File: src/rtl/core/anp_pkg.sv
// ----------------------------------------------------------------------------
// anp_pkg: ASCII number parser package
// Widths, phase and status codes, character constants and digit decode.
// ----------------------------------------------------------------------------
`default_nettype none

package anp_pkg;

	localparam int CHAR_W   = 8;
	localparam int VALUE_W  = 64;
	localparam int STATUS_W = 2;
	localparam int RADIX_W  = 6;
	localparam int BYTES_W  = 4;
	localparam int DIGIT_W  = 7;
	localparam int CFG_IDX_W  = 2;
	localparam int CFG_DATA_W = 6;

	// Product of the value and a radix, plus one digit, fits here.
	localparam int PROD_W = VALUE_W + RADIX_W;

	// Configuration register indexes
	localparam logic [CFG_IDX_W-1:0] CFG_FIXED_BASE   = 2'd0;
	localparam logic [CFG_IDX_W-1:0] CFG_RESULT_BYTES = 2'd1;

	localparam logic [RADIX_W-1:0] FIXED_BASE_RST   = 6'd0;
	localparam logic [BYTES_W-1:0] RESULT_BYTES_RST = 4'd8;

	// Parse phases
	localparam logic [1:0] PH_START  = 2'd0;
	localparam logic [1:0] PH_ZERO   = 2'd1;
	localparam logic [1:0] PH_DIGITS = 2'd2;
	localparam logic [1:0] PH_ENDED  = 2'd3;

	// Result status codes
	localparam logic [STATUS_W-1:0] ST_OK       = 2'd0;
	localparam logic [STATUS_W-1:0] ST_NOTATION = 2'd1;
	localparam logic [STATUS_W-1:0] ST_RANGE    = 2'd2;

	localparam logic [RADIX_W-1:0] BASE_BINARY      = 6'd2;
	localparam logic [RADIX_W-1:0] BASE_DECIMAL     = 6'd10;
	localparam logic [RADIX_W-1:0] BASE_HEXADECIMAL = 6'd16;
	localparam logic [RADIX_W-1:0] RADIX_NONE = 6'd0;

	localparam logic [CHAR_W-1:0] CH_NUL   = 8'h00;
	localparam logic [CHAR_W-1:0] CH_ZERO  = 8'h30;
	localparam logic [CHAR_W-1:0] CH_NINE  = 8'h39;
	localparam logic [CHAR_W-1:0] CH_LC_A  = 8'h61;
	localparam logic [CHAR_W-1:0] CH_LC_Z  = 8'h7a;
	localparam logic [CHAR_W-1:0] CH_UC_A  = 8'h41;
	localparam logic [CHAR_W-1:0] CH_UC_Z  = 8'h5a;
	localparam logic [CHAR_W-1:0] CH_LC_B  = 8'h62;
	localparam logic [CHAR_W-1:0] CH_UC_B  = 8'h42;
	localparam logic [CHAR_W-1:0] CH_LC_D  = 8'h64;
	localparam logic [CHAR_W-1:0] CH_UC_D  = 8'h44;
	localparam logic [CHAR_W-1:0] CH_LC_X  = 8'h78;
	localparam logic [CHAR_W-1:0] CH_UC_X  = 8'h58;

	localparam logic [DIGIT_W-1:0] NOT_A_DIGIT = 7'd64;

	// Map a character to its digit value; letters count from ten.
	function automatic logic [DIGIT_W-1:0] digit_of(input logic [CHAR_W-1:0] c);
		logic [DIGIT_W-1:0] d;
		d = NOT_A_DIGIT;
		if (c >= CH_ZERO && c <= CH_NINE)
			d = DIGIT_W'(c - CH_ZERO);
		else if (c >= CH_LC_A && c <= CH_LC_Z)
			d = DIGIT_W'(c - CH_LC_A) + 7'd10;
		else if (c >= CH_UC_A && c <= CH_UC_Z)
			d = DIGIT_W'(c - CH_UC_A) + 7'd10;
		return d;
	endfunction

endpackage

`default_nettype wire

File: src/rtl/core/anp_char_if.sv
// ----------------------------------------------------------------------------
// anp_char_if: character stream channel
// One ASCII character per beat, with a flag on the last one of a string.
// ----------------------------------------------------------------------------
`default_nettype none

interface anp_char_if;
	logic                        valid;
	logic                        ready;
	logic [anp_pkg::CHAR_W-1:0]  char_code;
	logic                        is_final;

	modport source (output valid, output char_code, output is_final, input ready);
	modport sink   (input valid, input char_code, input is_final, output ready);
endinterface

`default_nettype wire

File: src/rtl/core/anp_result_if.sv
// ----------------------------------------------------------------------------
// anp_result_if: parse result channel
// One beat per string: the parsed value and its status.
// ----------------------------------------------------------------------------
`default_nettype none

interface anp_result_if;
	logic                          valid;
	logic                          ready;
	logic [anp_pkg::VALUE_W-1:0]   parsed_value;
	logic [anp_pkg::STATUS_W-1:0]  parse_status;

	modport source (output valid, output parsed_value, output parse_status, input ready);
	modport sink   (input valid, input parsed_value, input parse_status, output ready);
endinterface

`default_nettype wire

File: src/rtl/core/anp_cfg_if.sv
// ----------------------------------------------------------------------------
// anp_cfg_if: configuration write channel
// One register write per beat: register index and write data.
// ----------------------------------------------------------------------------
`default_nettype none

interface anp_cfg_if;
	logic                             valid;
	logic                             ready;
	logic [anp_pkg::CFG_IDX_W-1:0]    index;
	logic [anp_pkg::CFG_DATA_W-1:0]   data;

	modport source (output valid, output index, output data, input ready);
	modport sink   (input valid, input index, input data, output ready);
endinterface

`default_nettype wire

File: src/rtl/core/ascii_number_parser.sv
// ----------------------------------------------------------------------------
// ascii_number_parser: ASCII unsigned integer parser with radix prefix
// Parses one character per beat into a 64-bit value, one result per string.
// ----------------------------------------------------------------------------
// The block takes one character every clock cycle, save for the stall below,
// and delivers one result, value and status, for the beat flagged final. A
// character is registered on acceptance and folded into the running value as
// it leaves that register, by a single 64 x 6 multiply-add with range checks;
// the result sits in an output register behind the input register, and a new
// character is accepted each cycle while the result waits, unless a second
// final beat would need the still-occupied output register. A
// leading "0b", "0d" or "0x" selects the radix when fixed_base is zero; the
// first error in a string is held until its final character.
`default_nettype none

module ascii_number_parser (
	input  wire           clk,
	input  wire           arst_n,
	anp_char_if.sink      chars,
	anp_result_if.source  result,
	anp_cfg_if.sink       cfg
);

	// Configuration registers
	logic [anp_pkg::RADIX_W-1:0]  fixed_base_q;
	logic [anp_pkg::BYTES_W-1:0]  result_bytes_q;

	// Input stage
	logic                         valid_s1;
	logic [anp_pkg::CHAR_W-1:0]   char_s1;
	logic                         final_s1;

	// Parse state
	logic [1:0]                   phase_q;
	logic [anp_pkg::RADIX_W-1:0]  radix_q;
	logic [anp_pkg::VALUE_W-1:0]  acc_q;
	logic [anp_pkg::STATUS_W-1:0] err_q;

	// Output register
	logic                         out_valid_q;
	logic [anp_pkg::VALUE_W-1:0]  out_value_q;
	logic [anp_pkg::STATUS_W-1:0] out_status_q;

	logic                         adv_s1;
	logic                         in_take;

	logic [1:0]                   phase_d;
	logic [anp_pkg::RADIX_W-1:0]  radix_d;
	logic [anp_pkg::VALUE_W-1:0]  acc_d;
	logic [anp_pkg::STATUS_W-1:0] err_d;
	logic [anp_pkg::RADIX_W-1:0]  default_radix;
	logic [anp_pkg::RADIX_W-1:0]  radix_use;
	logic [anp_pkg::RADIX_W-1:0]  prefix_sel;
	logic                         take;
	logic [anp_pkg::DIGIT_W-1:0]  digit;
	logic [anp_pkg::PROD_W-1:0]   mac;
	logic [5:0]                   limit_shift;
	logic                         over_limit;

	assign cfg.ready = 1'b1;

	always_ff @(posedge clk or negedge arst_n) begin
		if (!arst_n) begin
			fixed_base_q   <= anp_pkg::FIXED_BASE_RST;
			result_bytes_q <= anp_pkg::RESULT_BYTES_RST;
		end else if (cfg.valid) begin
			case (cfg.index)
				anp_pkg::CFG_FIXED_BASE:   fixed_base_q <= cfg.data;
				anp_pkg::CFG_RESULT_BYTES: result_bytes_q <= cfg.data[anp_pkg::BYTES_W-1:0];
				default: ;
			endcase
		end
	end

	// A final beat may only advance once the output register is free.
	assign adv_s1      = valid_s1 && (!final_s1 || !out_valid_q || result.ready);
	assign chars.ready = !valid_s1 || adv_s1;
	assign in_take     = chars.valid && chars.ready;

	always_ff @(posedge clk or negedge arst_n) begin
		if (!arst_n) begin
			valid_s1 <= 1'b0;
		end else if (chars.ready) begin
			valid_s1 <= chars.valid;
		end
	end

	always_ff @(posedge clk) begin
		if (in_take) begin
			char_s1  <= chars.char_code;
			final_s1 <= chars.is_final;
		end
	end

	assign default_radix = (fixed_base_q != anp_pkg::RADIX_NONE) ? fixed_base_q
		: anp_pkg::BASE_DECIMAL;
	assign digit = anp_pkg::digit_of(char_s1);

	always_comb begin
		case (char_s1)
			anp_pkg::CH_LC_B, anp_pkg::CH_UC_B: prefix_sel = anp_pkg::BASE_BINARY;
			anp_pkg::CH_LC_D, anp_pkg::CH_UC_D: prefix_sel = anp_pkg::BASE_DECIMAL;
			anp_pkg::CH_LC_X, anp_pkg::CH_UC_X: prefix_sel = anp_pkg::BASE_HEXADECIMAL;
			default:                            prefix_sel = anp_pkg::RADIX_NONE;
		endcase
	end

	always_comb begin
		phase_d   = phase_q;
		radix_d   = radix_q;
		radix_use = radix_q;
		take      = 1'b0;
		if (err_q == anp_pkg::ST_OK) begin
			case (phase_q)
				anp_pkg::PH_START: begin
					radix_d   = default_radix;
					radix_use = default_radix;
					if (char_s1 == anp_pkg::CH_NUL) begin
						phase_d = anp_pkg::PH_ENDED;
					end else if (char_s1 == anp_pkg::CH_ZERO) begin
						phase_d = anp_pkg::PH_ZERO;
					end else begin
						phase_d = anp_pkg::PH_DIGITS;
						take    = 1'b1;
					end
				end
				anp_pkg::PH_ZERO: begin
					if (char_s1 == anp_pkg::CH_NUL) begin
						phase_d = anp_pkg::PH_ENDED;
					end else if (prefix_sel != anp_pkg::RADIX_NONE) begin
						radix_d = prefix_sel;
						phase_d = anp_pkg::PH_DIGITS;
					end else begin
						phase_d = anp_pkg::PH_DIGITS;
						take    = 1'b1;
					end
				end
				anp_pkg::PH_DIGITS: begin
					if (char_s1 == anp_pkg::CH_NUL)
						phase_d = anp_pkg::PH_ENDED;
					else
						take = 1'b1;
				end
				default: ;
			endcase
		end
	end

	// value * radix + digit; anything above bit 63 is an overflow.
	assign mac = (anp_pkg::PROD_W'(acc_q) * anp_pkg::PROD_W'(radix_use))
		+ anp_pkg::PROD_W'(digit);

	assign limit_shift = {result_bytes_q[2:0], 3'b000};
	assign over_limit  = !result_bytes_q[3]
		&& ((mac[anp_pkg::VALUE_W-1:0] >> limit_shift) != '0);

	always_comb begin
		acc_d = acc_q;
		err_d = err_q;
		if (err_q == anp_pkg::ST_OK && phase_q == anp_pkg::PH_ZERO
			&& char_s1 != anp_pkg::CH_NUL && prefix_sel != anp_pkg::RADIX_NONE
			&& fixed_base_q != anp_pkg::RADIX_NONE && fixed_base_q != prefix_sel) begin
			err_d = anp_pkg::ST_NOTATION;
		end
		if (take) begin
			if (anp_pkg::RADIX_W'(digit) >= radix_use || digit[anp_pkg::DIGIT_W-1]) begin
				err_d = anp_pkg::ST_NOTATION;
			end else if (mac[anp_pkg::PROD_W-1:anp_pkg::VALUE_W] != '0) begin
				err_d = anp_pkg::ST_RANGE;
			end else begin
				acc_d = mac[anp_pkg::VALUE_W-1:0];
				if (over_limit)
					err_d = anp_pkg::ST_RANGE;
			end
		end
	end

	always_ff @(posedge clk or negedge arst_n) begin
		if (!arst_n) begin
			phase_q <= anp_pkg::PH_START;
			radix_q <= anp_pkg::BASE_DECIMAL;
			acc_q   <= '0;
			err_q   <= anp_pkg::ST_OK;
		end else if (adv_s1) begin
			if (final_s1) begin
				// Clear for the next string
				phase_q <= anp_pkg::PH_START;
				radix_q <= default_radix;
				acc_q   <= '0;
				err_q   <= anp_pkg::ST_OK;
			end else begin
				phase_q <= phase_d;
				radix_q <= radix_d;
				acc_q   <= acc_d;
				err_q   <= err_d;
			end
		end
	end

	always_ff @(posedge clk or negedge arst_n) begin
		if (!arst_n) begin
			out_valid_q <= 1'b0;
		end else if (adv_s1 && final_s1) begin
			out_valid_q <= 1'b1;
		end else if (result.ready) begin
			out_valid_q <= 1'b0;
		end
	end

	always_ff @(posedge clk) begin
		if (adv_s1 && final_s1) begin
			out_value_q  <= (err_d == anp_pkg::ST_OK) ? acc_d : '0;
			out_status_q <= err_d;
		end
	end

	assign result.valid        = out_valid_q;
	assign result.parsed_value = out_value_q;
	assign result.parse_status = out_status_q;

endmodule

`default_nettype wire

File: src/flat_wrapper.sv
// flat-port wrapper written by rule: the top's interface ports become plain ports
module ascii_number_parser_flat 
  (clk, arst_n, chars_valid, chars_char_code, chars_is_final, chars_ready, result_valid, result_parsed_value, result_parse_status, result_ready, cfg_valid, cfg_index, cfg_data, cfg_ready);
  anp_char_if chars_i ();
  anp_result_if result_i ();
  anp_cfg_if cfg_i ();
  input  wire clk;
  input  wire arst_n;
  input wire logic [$bits(chars_i.valid)-1:0] chars_valid;
  input wire logic [$bits(chars_i.char_code)-1:0] chars_char_code;
  input wire logic [$bits(chars_i.is_final)-1:0] chars_is_final;
  output wire logic [$bits(chars_i.ready)-1:0] chars_ready;
  output wire logic [$bits(result_i.valid)-1:0] result_valid;
  output wire logic [$bits(result_i.parsed_value)-1:0] result_parsed_value;
  output wire logic [$bits(result_i.parse_status)-1:0] result_parse_status;
  input wire logic [$bits(result_i.ready)-1:0] result_ready;
  input wire logic [$bits(cfg_i.valid)-1:0] cfg_valid;
  input wire logic [$bits(cfg_i.index)-1:0] cfg_index;
  input wire logic [$bits(cfg_i.data)-1:0] cfg_data;
  output wire logic [$bits(cfg_i.ready)-1:0] cfg_ready;
  assign chars_i.valid = chars_valid;
  assign chars_i.char_code = chars_char_code;
  assign chars_i.is_final = chars_is_final;
  assign chars_ready = chars_i.ready;
  assign result_valid = result_i.valid;
  assign result_parsed_value = result_i.parsed_value;
  assign result_parse_status = result_i.parse_status;
  assign result_i.ready = result_ready;
  assign cfg_i.valid = cfg_valid;
  assign cfg_i.index = cfg_index;
  assign cfg_i.data = cfg_data;
  assign cfg_ready = cfg_i.ready;
  ascii_number_parser u_core (.clk(clk), .arst_n(arst_n), .chars(chars_i), .result(result_i), .cfg(cfg_i));
endmodule
File: config.mk
export PLATFORM = sky130hd
export DESIGN_NAME = ascii_number_parser_flat
export DESIGN_NICKNAME = d
export VERILOG_FILES = /design/src/rtl/core/anp_pkg.sv /design/src/rtl/core/anp_char_if.sv /design/src/rtl/core/anp_result_if.sv /design/src/rtl/core/anp_cfg_if.sv /design/src/rtl/core/ascii_number_parser.sv /design/src/flat_wrapper.sv
export SDC_FILE = /design/constraint.sdc
export NUM_CORES = 1
export LEC_CHECK = 0
export ABC_CLOCK_PERIOD_IN_PS = 10700
export BUFFER_PORTS_ARGS = -buffer_cell sky130_fd_sc_hd__buf_2
export CORE_ASPECT_RATIO = 1.2
export CORE_MARGIN = 4
export CORE_UTILIZATION = 50
export DETAILED_ROUTE_END_ITERATION = 12
export PLACE_DENSITY = 0.67
export SYNTH_ARGS = -nofsm -noshare
export SYNTH_HDL_FRONTEND = slang
export SYNTH_SLANG_ARGS = --single-unit
File: constraint.sdc
create_clock -name clk -period 10.7 [get_ports clk]
set_input_delay 1.605 -clock clk [delete_from_list [all_inputs] [get_ports clk]]
set_output_delay 1.605 -clock clk [all_outputs]
set_load 0.01 [all_outputs]
==> summary.md, run 1 <==
| Metric | Value |
|---|---|
| Most frequent cells in the layout | `fa_1 (253), nor2b_1 (190), nand2_1 (169), inv_1 (168), and2_1 (167)` |
| Initial core utilization | `0.507` |
| WL/cell | `22.8 um` |
| Synth Area in Adders | `0.319` |
| Max cap viols | `0` |
| Critical path's largest stage delay | `1.00 ns` |
| Critical path capture point type | `register` |
| First-pass GRT wire length | `106 mm` |
| Area growth syn-to-layout | `7.20%` |
| Synthesized-area fraction occupied by ao, oa, aoi and oai cells | `0.137` |
| Skew final | `roughly 0.016 ns` |
| Net Switching | `0.00117 W` |
| Setup violators final | `0` |
| Mapped Cells | `roughly 2300` |
| Num CTS Buffers | `17` |
| Design area | `23900 sq um` |
| Clk slew on worst S/H paths | `around 0.080 ns` |
| Worst R2R Setup Slack | `0.89 ns` |
| Crit-path cells | `inv_1 -> ha_1 -> nand2_1 -> mux2_2 -> buf_4 -> and2_1 -> fa_1 -> fa_1 -> fa_1 -> ha_1 -> ha_1 -> a21oi_1 -> o21ai_0 -> a21oi_1 -> mux2_2 -> a311o_1 -> a211oi_1 -> nor4_1 -> nand3_1 -> o211ai_1 -> and4_1 -> a221oi_4 -> buf_4 -> nor3b_1` |
| Row cnt | `84` |
| Seq pwr share | `0.288` |
| Post-CTS sizing | `0` |
| Synth Net Count | `between 2000 and 3000` |
| Tcrit/Tclk final | `0.917` |
| Port bufs | `89` |
| Gate power share | `0.450` |
| Min cycle time layout | `~10 ns` |
| Max Clk Rate | `roughly 100 MHz` |
| Post-Syn Area | `22300 sq um` |
| Antenna violations before repair | `2` |
| GPL Wtd Cong | `0.985` |
| Crit path arrival time | `between 10 and 15 ns` |
| Layout cells sized above 1 | `0.0968` |
| Clock Latency Late Sink | `around 0.48 ns` |
| Worst Path Required | `roughly 11 ns` |
| Via/cell ratio | `6.16` |
| Clock Power Share | `0.263` |
| Core area | `roughly 44000 sq um` |
| Root Buffer | `clkbuf_16` |
| Drc violations | `0` |
| Pin count of the biggest net entering global routing | `67` |
| Syn. warnings | `0` |
| CP max FO | `22` |
| Via count | `about 18000` |
| Detailed Route WL | `between 60 and 70 mm` |
| Max-slew violations | `0` |
| EDFF count, synth | `75` |
| Die Ht | `between 200 and 250 um` |
| Final non-filler cell total | `between 2000 and 3000` |
| Synth Area in Simple Gates | `0.231` |
| GRT overflow | `0` |
| Sequential element share of the synthesized area | `0.198` |
| Drt initial violations | `slightly above 1000` |
| Peak supply drop | `214 uV` |
| Int Power | `roughly 0.0014 W` |
| Setup TNS | `0 ns` |
| Filler cells | `4004` |
| Netlist cell types | `86` |
| Most common cell after layout, fill and taps aside | `fa_1` |
| Hold buffer count at cts | `0` |
| I/O Pins | `roughly 90` |
| CP Launch Type | `register` |
| Mux share of post-synthesis cell area | `0.0414` |
| Largest family of logic cells by synthesized area | `adder cells` |
| Dpl cells | `2893` |
| Pwr/cell area | `108 nW/um^2` |
| Die area | `between 40000 and 50000 sq um` |
| #FFs+latches synth | `approximately 160` |
| Ys async rst share | `0.534` |
| Width of the die | `201 um` |
| Vias in the first global route | `19000` |
| Leakage power | `between 10 and 15 nW` |
| Detailed Routing Iterations Pass 1 | `5` |
| Crit Path Category | `reg -> reg` |
| Final HPWL from detailed placement | `between 50 and 60 mm` |
| Worst min path class | `reg -> reg` |
| Outcome | `finished clean` |
| Postcts setup bufs | `0` |
| Nets | `around 2800` |
| N_diodes | `0` |
| Total GRT Usage | `0.280` |
| RSZ-0062 raised after global routing | `false` |
| Fin. Hold Viols | `0` |
| Sw Ratio | `0.454` |
| Main flop type after synthesis | `dfrtp_1` |
| Max Root-Sink Buffers | `2` |
| Critical-path top delay cell | `a221oi_4` |
| Xor/xnor share of the synthesized area | `0.0201` |
| Syn_area_per_cell | `9.51 sq um` |
| CTS sink count | `about 160` |
| Tightest Pin Transition | `between 1 and 1.5 ns` |
| DP Area | `approximately 23000 sq um` |
| H-tree levels | `4` |
| Clock tree from TritonCTS | `yes` |
| Max transition margin | `0.188` |
| Final ANT Viol Nets | `0` |
stage by stage:
stage                util  hold WS, ns  setup slack [ns]  power (W)
floorplan               -        0.444              3.01    0.00147
global placement    0.529        0.465              1.10    0.00188
detailed placement  0.529        0.479             0.993    0.00190
CTS                 0.543        0.491             0.963    0.00258
global route        0.543        0.516             0.551    0.00271
finish              0.543        0.490             0.888    0.00258
critical path: cells and delay by family (launching register included):
| kind | cells | cell delay, ns |
|---|---|---|
| AOI/OAI and AO/OA | 7 | 3.49 |
| adders and majority gates | 6 | 2.34 |
| DFF | 1 | 0.40 |
| buffers and inverters | 3 | 0.92 |
| and+or+nand+nor | 6 | 1.31 |
| muxes | 2 | 1.04 |
cells in the mapped netlist (all sizes together) (14+ instances only):
master | n | area [sq um]
a211oi | 16 | 130
a21o | 28 | 210
a21oi | 117 | 589
a22o | 63 | 552
a31oi | 14 | 87.6
and2 | 168 | 1050
and4 | 15 | 131
buf | 36 | 213
clkbuf | 87 | 328
dfrtp | 83 | 2080
edfxtp | 75 | 2250
fa | 253 | 5060
ha | 163 | 2040
inv | 169 | 634
mux2 | 16 | 180
mux2i | 74 | 741
nand2 | 169 | 634
nand3 | 23 | 115
nand4 | 32 | 200
nor2 | 108 | 405
nor2b | 190 | 1190
nor3 | 22 | 115
nor3b | 68 | 711
nor4 | 25 | 163
o21ai | 90 | 450
xnor2 | 25 | 219
xor2 | 26 | 228
state kept, by name, summed over array words and instances (netlist names):
name and flops:
u_core.result.parsed_value 64, u_core.result.valid 1, u_core.phase_q 2, u_core.result_bytes_q 4, u_core.radix_q 6, u_core.valid_s1 1, u_core.acc_q 64, u_core.final_s1 1
u_core.fixed_base_q 6, u_core.err_q 2, u_core.char_s1 8, u_core.result.parse_status 2
layer usage:
metal  wire length [um]  GRT usage
met5                 11          0
met4               3460      0.137
met3               3890     0.0494
met2              32000      0.472
met1              27200      0.350
final timing paths:
| path | start | end | depth (start not counted) |
|---|---|---|---|
| worst max-delay path | u_core.phase_q[0] | u_core.result.parsed_value[61] | 24 |
| worst max register to register | u_core.phase_q[0] | u_core.result.parsed_value[61] | 24 |
| worst min-delay path | u_core.radix_q[3] | u_core.radix_q[3] | 2 |
| max in group asynchronous | arst_n | u_core.radix_q[2] | 2 |
| min in group asynchronous | arst_n | u_core.acc_q[31] | 1 |
| worst min register to register | u_core.radix_q[3] | u_core.radix_q[3] | 2 |
logic make-up after synthesis:
group / count (synthesis)
AND/OR/NAND/NOR: 880
AO/OA/AOI/OAI: 449
adder cells (fa/ha/maj): 416
buffers and inverters: 293
flip-flops: 161
multiplexers: 90
XOR/XNOR: 51
other: 1
power groups by stage:
stage / registers [W] / logic, W / clock network (W)
floorplan: 0.000740 / 0.000725 / 0
global placement: 0.000753 / 0.00113 / 0
detailed placement: 0.000754 / 0.00115 / 0
CTS: 0.000742 / 0.00115 / 0.000692
global route: 0.000748 / 0.00124 / 0.000716
finish: 0.000742 / 0.00116 / 0.000677
final cells by class:
type,count,area (sq um),share of cell area
multi-input cells,1887,16800,0.703
flip-flops and latches,161,4410,0.185
repair buffers,116,701,0.0294
well taps,559,699,0.0293
inverters,170,638,0.0267
clock buffers,17,425,0.0178
clock inverters,15,214,0.00896
Power figures use the tool's default switching activity.
==> inputs of run 2 (changes only) <==
Settings changed: BUFFER_PORTS_ARGS -buffer_cell sky130_fd_sc_hd__buf_2 to not set, DONT_BUFFER_PORTS set to 1, PLACE_DENSITY 0.67 to not set.
==> summary.md, run 2 (same netlist as run 1, synthesis figures left out) <==
| Metric | Value |
|---|---|
| Outcome | `finished clean` |
| RSZ-0062 raised after global routing | `false` |
| Final HPWL from detailed placement | `between 50 and 60 mm` |
| Met1 wire length | `between 20 and 30 mm` |
| Clk slew on worst S/H paths | `approximately 0.08 ns` |
| R2R depth | `24` |
| Detailed Routing Iterations Pass 1 | `5` |
| GPL Wtd Cong | `about 0.97` |
| Initial core utilization | `0.507` |
| Width of the die | `approximately 200 um` |
| Crit-path cells | `inv_1 -> ha_1 -> nand2_1 -> mux2_2 -> buf_4 -> and2_1 -> fa_1 -> fa_1 -> fa_1 -> ha_1 -> ha_1 -> nand2_1 -> o21ai_0 -> a21oi_1 -> o21ai_0 -> a41oi_1 -> xnor2_1 -> nor4_1 -> nand3_1 -> o32a_1 -> nor4_1 -> a221oi_4 -> buf_4 -> nor3b_1` |
| Vias in the first global route | `between 15000 and 20000` |
| GRT overflow | `0` |
| Max transition margin | `0.223` |
| Tightest Pin Transition | `~1.2 ns` |
| Postcts setup bufs | `0` |
| WL/cell | `23.5 um` |
| Drt initial violations | `1217` |
| Pin count of the biggest net entering global routing | `87` |
| Most frequent cells in the layout | `fa_1 (253), nor2b_1 (190), nand2_1 (169), inv_1 (168), and2_1 (167)` |
| Skew final | `around 0.015 ns` |
| Met2 routed WL | `about 33 mm` |
| Row cnt | `84` |
| Port bufs | `0` |
| Post-CTS sizing | `0` |
| DR WL met3 | `approximately 3.2 mm` |
| Die area | `between 40000 and 50000 sq um` |
| Clock tree from TritonCTS | `yes` |
| Critical-path top delay cell | `o21ai_0` |
| Drc violations | `0` |
| Via/cell ratio | `~6.2` |
| Setup violators final | `0` |
| Critical path capture point type | `register` |
| Die Ht | `239 um` |
| Worst Hold Depth | `2` |
| Max Clk Rate | `~100 MHz` |
| Most common cell after layout, fill and taps aside | `fa_1` |
| CP max FO | `66` |
| I/O Pins | `91` |
| Clock Latency Late Sink | `about 0.48 ns` |
| Peak supply drop | `234 uV` |
| N_diodes | `0` |
| Worst Path Required | `roughly 11 ns` |
| Layout cells sized above 1 | `0.0602` |
| Nets | `~2700` |
| Antenna violations before repair | `0` |
| Leakage power | `10.7 nW` |
| Min cycle time layout | `9.96 ns` |
| Tcrit/Tclk final | `0.931` |
| Critical path's largest stage delay | `between 0.8 and 0.9 ns` |
| Num CTS Buffers | `17` |
| Pwr/cell area | `111 nW/um^2` |
| Total GRT Usage | `0.284` |
| Crit path arrival time | `just over 10 ns` |
| Fin. Hold Viols | `0` |
| Worst min path class | `reg -> reg` |
| Crit Path Category | `reg -> reg` |
| Core area | `between 40000 and 50000 sq um` |
| Area growth syn-to-layout | `5.15%` |
| Hold buffer count at cts | `0` |
| Final ANT Viol Nets | `0` |
| Max layer used | `met4` |
| Overall Power | `roughly 0.0026 W` |
| Filler cells | `between 4000 and 5000` |
| WHS | `slightly below 0.5 ns` |
| Root Buffer | `clkbuf_16` |
| Max cap viols | `0` |
| Via count | `roughly 18000` |
| Detailed Route WL | `66.7 mm` |
| First-pass GRT wire length | `between 100 and 150 mm` |
| Max Root-Sink Buffers | `2` |
| Max-slew violations | `0` |
| CTS sink count | `~160` |
| CP Launch Type | `register` |
| H-tree levels | `4` |
| Setup TNS | `0 ns` |
==> run 2: worst paths after layout <==
kind                                         from                        endpoint  slack, ns
worst max-delay path            u_core.phase_q[0]  u_core.result.parsed_value[15]       0.74
worst min-delay path            u_core.radix_q[3]               u_core.radix_q[3]       0.49
worst max register to register  u_core.phase_q[0]  u_core.result.parsed_value[15]       0.74
worst min register to register  u_core.radix_q[3]               u_core.radix_q[3]       0.49
max in group asynchronous                  arst_n               u_core.radix_q[3]       9.64
min in group asynchronous                  arst_n                u_core.acc_q[62]       0.82
==> run 2: layout make-up <==
| cell class | instances | area [sq um] | share of cell area |
|---|---|---|---|
| Clock buffer | 17 | 425 | 0.0182 |
| Timing Repair Buffer | 24 | 255 | 0.0109 |
| Inverter | 170 | 638 | 0.0273 |
| Tap cell | 559 | 699 | 0.0299 |
| Clock inverter | 15 | 203 | 0.00866 |
| Sequential cell | 161 | 4410 | 0.188 |
| Multi-Input combinational cell | 1887 | 16800 | 0.717 |
==> run 2: worst max-delay path: cells and delay by family, from the launching register on <==
kind                     cells  cell delay (ns)
AO/OA/AOI/OAI                6             2.17
XOR/XNOR                     1             0.28
adder cells (fa/ha/maj)      6             2.36
buffers and inverters        3             0.98
flip-flops                   1             0.41
multiplexers                 1             0.83
AND/OR/NAND/NOR              7             2.60
==> run 2: power by group <==
group	internal, W	switching [W]
logic	0.000354	0.000807
clock network	0.000343	0.000335
registers	0.000698	0.0000556
==> run 2: stage by stage <==
stage	std cells	utilization	setup WS, ns	instance area [sq um]
2_1_floorplan	2341	-	3.01	22300
3_3_place_gp	2801	0.519	1.23	22800
3_5_place_dp	2801	0.519	0.810	22800
4_1_cts	2833	0.533	0.794	23400
5_1_grt	2833	0.533	0.263	23400
6_report	2833	0.533	0.743	23400
==> run 2: metal layers <==
layer	global-route usage	vias to the layer above
met2	0.498	576
met3	0.0402	113
met1	0.367	8955
met5	0	-
li1	-	7981
met4	0.0920	0
